[config.mk]
export PLATFORM = sky130hd
export DESIGN_NAME = line_follower_pd_drive_top
export DESIGN_NICKNAME = d
export VERILOG_FILES = /design/src/rtl/lfpd_pkg.sv /design/src/rtl/line_follower_pd_drive_top.sv
export SDC_FILE = /design/constraint.sdc
export NUM_CORES = 1
export LEC_CHECK = 0
export BUFFER_PORTS_ARGS = -buffer_cell sky130_fd_sc_hd__buf_2
export CORE_MARGIN = 2
export CORE_UTILIZATION = 30
export CTS_BUF_LIST = sky130_fd_sc_hd__clkbuf_8 sky130_fd_sc_hd__clkbuf_16
export DETAILED_ROUTE_END_ITERATION = 12
export GPL_ROUTABILITY_DRIVEN = 1
export SETUP_SLACK_MARGIN = 0.4
export SLEW_MARGIN = 0
export SYNTH_ARGS = -nofsm -noshare
export SYNTH_HDL_FRONTEND = slang
export SYNTH_SLANG_ARGS = --single-unit
[constraint.sdc]
create_clock -name clock -period 32.7 [get_ports clock]
set_input_delay 4.905 -clock clock [delete_from_list [all_inputs] [get_ports clock]]
set_output_delay 4.905 -clock clock [all_outputs]
set_load 0.005 [all_outputs]
[src/rtl/lfpd_pkg.sv]
// Shared types, constants and functions for the PD line follower drive.
package lfpd_pkg;

   localparam int NUM_SENSORS = 8;
   localparam int SAMPLE_W    = 8;
   localparam int SCAN_W      = NUM_SENSORS * SAMPLE_W;
   localparam int ERR_W       = 5;
   localparam int DUTY_W      = 8;
   localparam int TERM_W      = 16;
   localparam int DRIVE_W     = TERM_W + 1;
   localparam int DUTY_MAX    = 255;
   localparam int RSP_W       = 32;
   localparam int CSR_IDX_W   = 8;
   localparam int CSR_DATA_W  = 64;

   localparam logic [CSR_IDX_W-1:0] CSR_THRESHOLDS = 8'd0;
   localparam logic [CSR_IDX_W-1:0] CSR_BASE_SPEED = 8'd1;
   localparam logic [CSR_IDX_W-1:0] CSR_GAIN_P     = 8'd2;
   localparam logic [CSR_IDX_W-1:0] CSR_GAIN_D     = 8'd3;

   localparam logic [CSR_DATA_W-1:0] THRESHOLDS_RESET = 64'h6464_6464_6464_6464;
   localparam logic [7:0]            BASE_SPEED_RESET = 8'd100;
   localparam logic [7:0]            GAIN_P_RESET     = 8'd6;
   localparam logic [7:0]            GAIN_D_RESET     = 8'd18;

   localparam logic [ERR_W-1:0] ERR_MOST_NEG = 5'b10000;

   typedef struct packed {
      logic                    hit;
      logic signed [ERR_W-1:0] err;
   } pattern_type;

   typedef struct packed {
      logic              rev;
      logic [DUTY_W-1:0] duty;
   } drive_type;

   function automatic pattern_type lfpd_pattern(input logic [NUM_SENSORS-1:0] mask);
      pattern_type p;
      p.hit = 1'b1;
      case (mask)
         8'h01:   p.err = 5'sd15;
         8'h02:   p.err = 5'sd10;
         8'h04:   p.err = 5'sd5;
         8'h08:   p.err = 5'sd1;
         8'h10:   p.err = -5'sd1;
         8'h20:   p.err = -5'sd5;
         8'h40:   p.err = -5'sd10;
         8'h80:   p.err = -5'sd15;
         8'h03:   p.err = 5'sd13;
         8'h06:   p.err = 5'sd7;
         8'h0C:   p.err = 5'sd3;
         8'h18:   p.err = 5'sd0;
         8'h30:   p.err = -5'sd3;
         8'h60:   p.err = -5'sd7;
         8'hC0:   p.err = -5'sd13;
         8'h07:   p.err = 5'sd10;
         8'h0E:   p.err = 5'sd5;
         8'h1C:   p.err = 5'sd1;
         8'h38:   p.err = -5'sd1;
         8'h70:   p.err = -5'sd5;
         8'hE0:   p.err = -5'sd10;
         default: begin
            p.hit = 1'b0;
            p.err = 5'sd0;
         end
      endcase
      return p;
   endfunction

   function automatic drive_type lfpd_drive(input logic signed [DRIVE_W-1:0] v);
      logic signed [DRIVE_W-1:0] lim;
      logic signed [DRIVE_W-1:0] sat;
      logic signed [DRIVE_W-1:0] mag;
      drive_type d;
      lim = DRIVE_W'(DUTY_MAX);
      if (v > lim) begin
         sat = lim;
      end else if (v < -lim) begin
         sat = -lim;
      end else begin
         sat = v;
      end
      d.rev  = sat[DRIVE_W-1];
      mag    = d.rev ? -sat : sat;
      d.duty = mag[DUTY_W-1:0];
      return d;
   endfunction

endpackage

[src/rtl/line_follower_pd_drive_top.sv]
// PD line follower motor drive: sensor scan in, motor duty and direction out.
//
//  channel | direction | payload
//  req_    | in        | tdata[63:0] = sample_0 .. sample_7, one byte each
//  rsp_    | out       | tdata[31:0] = mask, error, right duty/rev, left duty/rev
//  csr_    | in        | index[7:0], data[63:0]; 0 thresholds, 1 base, 2 kp, 3 kd
//
// One item per cycle unless rsp_ stalls; a taken item passes the input register and then the
// result register before it appears on rsp_. The two registers lie around one compare, pattern
// lookup, PD multiply-add and saturation path.
// Reset (synchronous) clears the error history and loads the register defaults.
// A stalled result holds and backs up into the input register; req_tready drops while
// both hold an item and the result is stalled, and rises again in the cycle the result is taken.
module line_follower_pd_drive_top
   import lfpd_pkg::*;
(
   input  logic                  clock,
   input  logic                  reset,
   input  logic                  req_tvalid,
   output logic                  req_tready,
   input  logic [SCAN_W-1:0]     req_tdata,   // sample_0 [7:0] .. sample_7 [63:56]
   output logic                  rsp_tvalid,
   input  logic                  rsp_tready,
   output logic [RSP_W-1:0]      rsp_tdata,   // sensor_mask [7:0], line_error [12:8],
                                              // right_duty [20:13], right_reverse [21],
                                              // left_duty [29:22], left_reverse [30], 0 [31]
   input  logic                  csr_valid,
   output logic                  csr_ready,
   input  logic [CSR_IDX_W-1:0]  csr_index,
   input  logic [CSR_DATA_W-1:0] csr_data
);

   logic [CSR_DATA_W-1:0]   thr_ff;
   logic [7:0]              base_ff;
   logic [7:0]              gain_p_ff;
   logic [7:0]              gain_d_ff;
   logic signed [ERR_W-1:0] last_err_ff;
   logic signed [ERR_W-1:0] last_err_in;

   logic [SCAN_W-1:0]       scan_ff;
   logic                    scan_valid_ff;
   logic                    scan_valid_in;
   logic [RSP_W-1:0]        rsp_data_ff;
   logic [RSP_W-1:0]        rsp_data_in;
   logic                    rsp_valid_ff;
   logic                    rsp_valid_in;

   logic                    advance;
   logic                    take;
   logic [NUM_SENSORS-1:0]  mask;
   pattern_type             pat;
   logic signed [ERR_W-1:0] err;
   logic signed [TERM_W-1:0] err_w;
   logic signed [TERM_W-1:0] diff_w;
   logic signed [TERM_W-1:0] kp_w;
   logic signed [TERM_W-1:0] kd_w;
   logic signed [TERM_W-1:0] mv;
   logic signed [DRIVE_W-1:0] base_w;
   logic signed [DRIVE_W-1:0] right_v;
   logic signed [DRIVE_W-1:0] left_v;
   drive_type               right_d;
   drive_type               left_d;

   assign csr_ready = 1'b1;

   always_ff @(posedge clock) begin
      if (reset) begin
         thr_ff    <= THRESHOLDS_RESET;
         base_ff   <= BASE_SPEED_RESET;
         gain_p_ff <= GAIN_P_RESET;
         gain_d_ff <= GAIN_D_RESET;
      end else if (csr_valid && csr_ready) begin
         unique case (csr_index)
            CSR_THRESHOLDS: thr_ff    <= csr_data;
            CSR_BASE_SPEED: base_ff   <= csr_data[7:0];
            CSR_GAIN_P:     gain_p_ff <= csr_data[7:0];
            CSR_GAIN_D:     gain_d_ff <= csr_data[7:0];
            default: ;
         endcase
      end
   end

   assign advance    = scan_valid_ff && (!rsp_valid_ff || rsp_tready);
   assign req_tready = !scan_valid_ff || advance;
   assign take       = req_tvalid && req_tready;

   always_comb begin
      for (int k = 0; k < NUM_SENSORS; k++) begin
         mask[k] = scan_ff[k*SAMPLE_W +: SAMPLE_W] > thr_ff[k*SAMPLE_W +: SAMPLE_W];
      end
   end

   always_comb begin
      pat     = lfpd_pattern(mask);
      err     = pat.hit ? pat.err : last_err_ff;
      err_w   = TERM_W'(err);
      diff_w  = TERM_W'(err) - TERM_W'(last_err_ff);
      kp_w    = signed'(TERM_W'(gain_p_ff));
      kd_w    = signed'(TERM_W'(gain_d_ff));
      mv      = TERM_W'(kp_w * err_w) + TERM_W'(kd_w * diff_w);
      base_w  = signed'(DRIVE_W'(base_ff));
      right_v = base_w + DRIVE_W'(mv);
      left_v  = base_w - DRIVE_W'(mv);
      right_d = lfpd_drive(right_v);
      left_d  = lfpd_drive(left_v);
   end

   always_comb begin
      scan_valid_in = take || (scan_valid_ff && !advance);
      rsp_valid_in  = advance || (rsp_valid_ff && !rsp_tready);
      last_err_in   = advance ? err : last_err_ff;
      rsp_data_in   = advance ? {1'b0, left_d.rev, left_d.duty, right_d.rev, right_d.duty,
                                 err, mask}
                              : rsp_data_ff;
   end

   always_ff @(posedge clock) begin
      if (reset) begin
         scan_valid_ff <= 1'b0;
         rsp_valid_ff  <= 1'b0;
         last_err_ff   <= '0;
      end else begin
         scan_valid_ff <= scan_valid_in;
         rsp_valid_ff  <= rsp_valid_in;
         last_err_ff   <= last_err_in;
      end
   end

   always_ff @(posedge clock) begin
      if (take) begin
         scan_ff <= req_tdata;
      end
      rsp_data_ff <= rsp_data_in;
   end

   assign rsp_tvalid = rsp_valid_ff;
   assign rsp_tdata  = rsp_data_ff;

endmodule

# == Yosys cells after proc, flatten, opt, wreduce, memory -nomap -nowiden ==
# Cells that the tools add are included.
# totals
out_inout_bits,35
wordCells,86
reg_bits,190
input_bits,141
# classes
n_reduce_logical,24
mul,2
magnitude_cmp,12
n_mux,9
n_eq_ne,24
addsub,6
# op_table
op,n
case mux 5 bit (14 select lines),1
2-to-1 mux 17 bit,4
greater-than comparator 8 bit,8
"greater-than comparator 17 x 9 -> 1 bit, second input constant",2
"less-than comparator 17 x 9 -> 1 bit, second input constant",2
"== test 8 x 2 -> 1 bit, second input constant",4
"== test 8 x 3 -> 1 bit, second input constant",3
"== test 8 x 4 -> 1 bit, second input constant",3
"== test 8 x 5 -> 1 bit, second input constant",3
"== test 8 x 6 -> 1 bit, second input constant",3
"== test 8 x 7 -> 1 bit, second input constant",3
"== test 8 bit, second input constant",3
OR reduction 21 bit,1
adder 9 x 16 -> 17 bit,1
subtractor 9 x 16 -> 17 bit,1
adder 14 x 15 -> 16 bit,1
"== test 8 x 1 -> 1 bit, second input constant",2
2-to-1 mux 8 bit,2
negator 8 bit,2
multiplier 9 x 6 -> 15 bit,1
multiplier 9 x 5 -> 14 bit,1
OR reduction 2 bit,6
logical NOT 8 bit,1
AND reduction 2 bit,4
other kinds (6),15

# == Longest topological paths before layout ==
# depth
depth_word,14
depth_mapped,51
depth_no_buf,49

# == Worst setup path before layout ==
# No wires, ideal clock.
# synth_path
path_type,register -> register
start,register scan_ff[38]
end,"register rsp_data_ff[19] (netlist: rsp_tdata[19]), data pin"
t_arrival_ns,10.484
path_stages_with_launch,47
path_buffers,4
slack_ns,21.956
period_less_slack_ns,10.744
t_required_ns,32.439
cell_sequence,edfxtp_1 -> ha_1 -> a21o_1 -> a21oi_1 -> o211a_1 -> or2_2 -> buf_2 -> clkinv_1 -> nor2_1 -> a22oi_1 -> or2_2 -> a21oi_1 -> inv_1 -> ha_1 -> nor2b_1 -> a31oi_1 -> nor2_1 -> fa_1 -> (+11 left out) -> a21oi_1 -> ha_1 -> clkbuf_1 -> o21a_1 -> nor2_1 -> a21oi_1 -> or3b_1 -> buf_2 -> nor2_1 -> nand3_1 -> a21boi_0 -> o211ai_1 -> ha_1 -> clkbuf_1 -> nor3b_1 -> ha_1 -> o21ai_0 -> a221o_1
# synth_rtl
element,line,text
"start, declared",line_follower_pd_drive_top.sv:40,logic [SCAN_W-1:0] scan_ff;
"start signal, assigned",line_follower_pd_drive_top.sv:131,scan_ff <= req_tdata;
"end signal, assigned",line_follower_pd_drive_top.sv:133,rsp_data_ff <= rsp_data_in;
"end, declared",line_follower_pd_drive_top.sv:43,logic [RSP_W-1:0] rsp_data_ff;

==> impl_metrics.tcl <==
set metrics [dict create \
    grt_use_met3 0.0529 \
    wl_um 34100 \
    drc 0 \
    rsz0062_at_grt "false" \
    clock_latency_ps 470 \
    cts_buffers 17 \
    coreArea_um2 44200 \
    synth_edf_count 95 \
    syn-instance-count 1420 \
    clock-sinks 190 \
    io_pins 176 \
    status "finished, final reports clean" \
    fmax_mhz 85.2 \
    cp_slowest_cell "o221ai_1" \
    cp.required_ps 32920 \
    ctsHoldBuffers 0 \
    gr-max-usage-layer "met2" \
    cp_max_fo 14 \
    grtUsageTotal 0.153 \
    critPathMaxStageDelay_ps 850 \
    drv_slew 0 \
    cts_tree "built" \
    worstSetupStartpointType "flip-flop" \
    gp_congestion 0.895 \
    ys_seq_elements 190 \
    drt_iter0_drc 573 \
    grt_first_pass_wirelength_um 55600 \
    clk_pin_slew_ps 80 \
    yosysWarnings 0 \
    antenna_left 0 \
    avgRoutedWirePerCell_um 15.7 \
    vias 10421 \
    gr-total-overflow 0 \
    die_x_um 215 \
    final_core_util 0.350 \
    synth_commonest_cells "200 x inv_1, 165 x nand2_1, 137 x ha_1" \
    post_dp_cell_area_um2 14900 \
    dp_hpwl_um 26700 \
    cts_resized 0 \
    synthArstFlopShare 0 \
    die_area_um2 46400 \
    cts_htree_levels 4 \
    areaGrowthSynthToFinish_pct 15.4 \
    antenna_found_initial 6 \
    start_util 0.303 \
    cpMostUsedCell "ha_1" \
    ir_drop_mv 0.0586 \
    synth_area_um2 13400 \
    layout.nets 1920 \
    worst_pin_slew_ps 1110 \
    place_ws_ps 21040 \
    cp_top_family "adder cells" \
    worst_ep_arrival_time_ps 11950 \
    leakage_uw 0.00687 \
    rows 77 \
    grt_util_met2 0.255 \
    synth_flop_cell "edfxtp_1" \
    use_met1 0.184 \
    maxCapViolCount 0 \
    final_area_um2 15500 \
    synth.distinct_cells 89 \
    maxSlewHeadroom 0.261 \
    clock_skew_ps 11.2 \
    fin_ws_ps 20960 \
    cts_setup_buffers 0 \
    fin_crit_sh 0.359 \
    power.density_nw_per_um2 74.9 \
    min_period_ps 11740 \
    synth_top_area_frac 0.213 \
    finalHoldViolCount 0 \
    synth_seq_area_share 0.354 \
    placement.io_buffers 173 \
    clockBufferDepth 2 \
    yosysMostFrequentCell "inv_1" \
    synth_area_leaders "edfxtp_1 21%, dfxtp_1 14%, ha_1 13%, fa_1 10%, inv_1 5.6%" \
    syn_area_per_cell_um2 9.45 \
    syn_nets 1767 \
    cts-root-buf "clkbuf_16" \
    yosysTopAreaCell "edfxtp_1" \
    setup_tns_ps 0 \
    crit_buf_inv 5 \
    vias_per_cell 4.78 \
    layout-drive-gt1-share 0.153 \
    grt_max_degree 70 \
    finalSetupViolations 0 \
    die_h_um 215 \
    min_path_type "flip-flop to flip-flop" \
    critPathKind "flip-flop to flip-flop" \
    first_pass_iters 6 \
    endpoint_kind "flip-flop" \
    grt_pass1_vias 10685 \
]
## power breakdown
group          internal, µW  total [µW]  switching, µW
combinational           268         679            411
clock                   101         205            104
sequential              272         275           3.68
## stage by stage
stage	hold slack, ps	total power [µW]	cells
global placement	444	941	2146
detailed placement	448	953	2146
global route	472	1260	2178
floorplan	436	804	1420
finish	455	1160	2179
CTS	458	1160	2178
## state kept, by name, indices dropped and copies added (netlist names)
register	count
base_ff	8
gain_d_ff	8
gain_p_ff	8
last_err_ff	5
rsp_tdata	31
rsp_tvalid	1
scan_ff	64
scan_valid_ff	1
thr_ff	64
## layer usage
metal  share of wire  up-vias
met5          0.0017        -
met4           0.018        8
met3           0.071       44
met2            0.47      273
met1            0.44     4934
li1                -     5162
## cells in the final DEF, fill, tap and decap left out, types with 33 or more instances in the layout
master | synthesis | layout
inv_1 | 200 | 200
buf_2 | 3 | 173
nand2_1 | 165 | 165
ha_1 | 137 | 137
a21oi_1 | 101 | 101
dfxtp_1 | 95 | 95
edfxtp_1 | 95 | 95
nor2_1 | 81 | 80
fa_1 | 69 | 69
and2_1 | 42 | 41
nand3_1 | 36 | 36
o21ai_0 | 33 | 33
## path summary, 6_finish.rpt
path	slack, ps	to	startpoint	cells after the start
worst min-delay path	460	thr_ff[11]	thr_ff[11]	2
worst min register to register	460	thr_ff[11]	thr_ff[11]	2
worst max register to register	20960	rsp_tdata[15]	scan_ff[47]	43
worst max-delay path	20960	rsp_tdata[15]	scan_ff[47]	43
## area by class of cell
cell class / instances / area [µm²]
fill: 4447 / 28700
antenna: 1 / 2.50
multi-input combinational: 981 / 7730
tap: 592 / 741
sequential: 190 / 4750
timing repair buffer: 180 / 918
clock inverter: 15 / 148
clock buffer: 17 / 425
inverter: 203 / 762
## worst min-delay path: stages, from the launching register on
cell	delay [ps]
dfxtp_1	310
nand2_1	50
a21oi_1	50
## cell families after synthesis
kind of cell,synth area share
AO/OA/AOI/OAI,0.141
XOR/XNOR,0.0253
adder cells (fa/ha/maj),0.231
buffers and inverters,0.0711
flip-flops,0.354
multiplexers,0.0209
other,0.000560
AND/OR/NAND/NOR,0.155
Note: power is estimated with default switching activity, not from simulation.
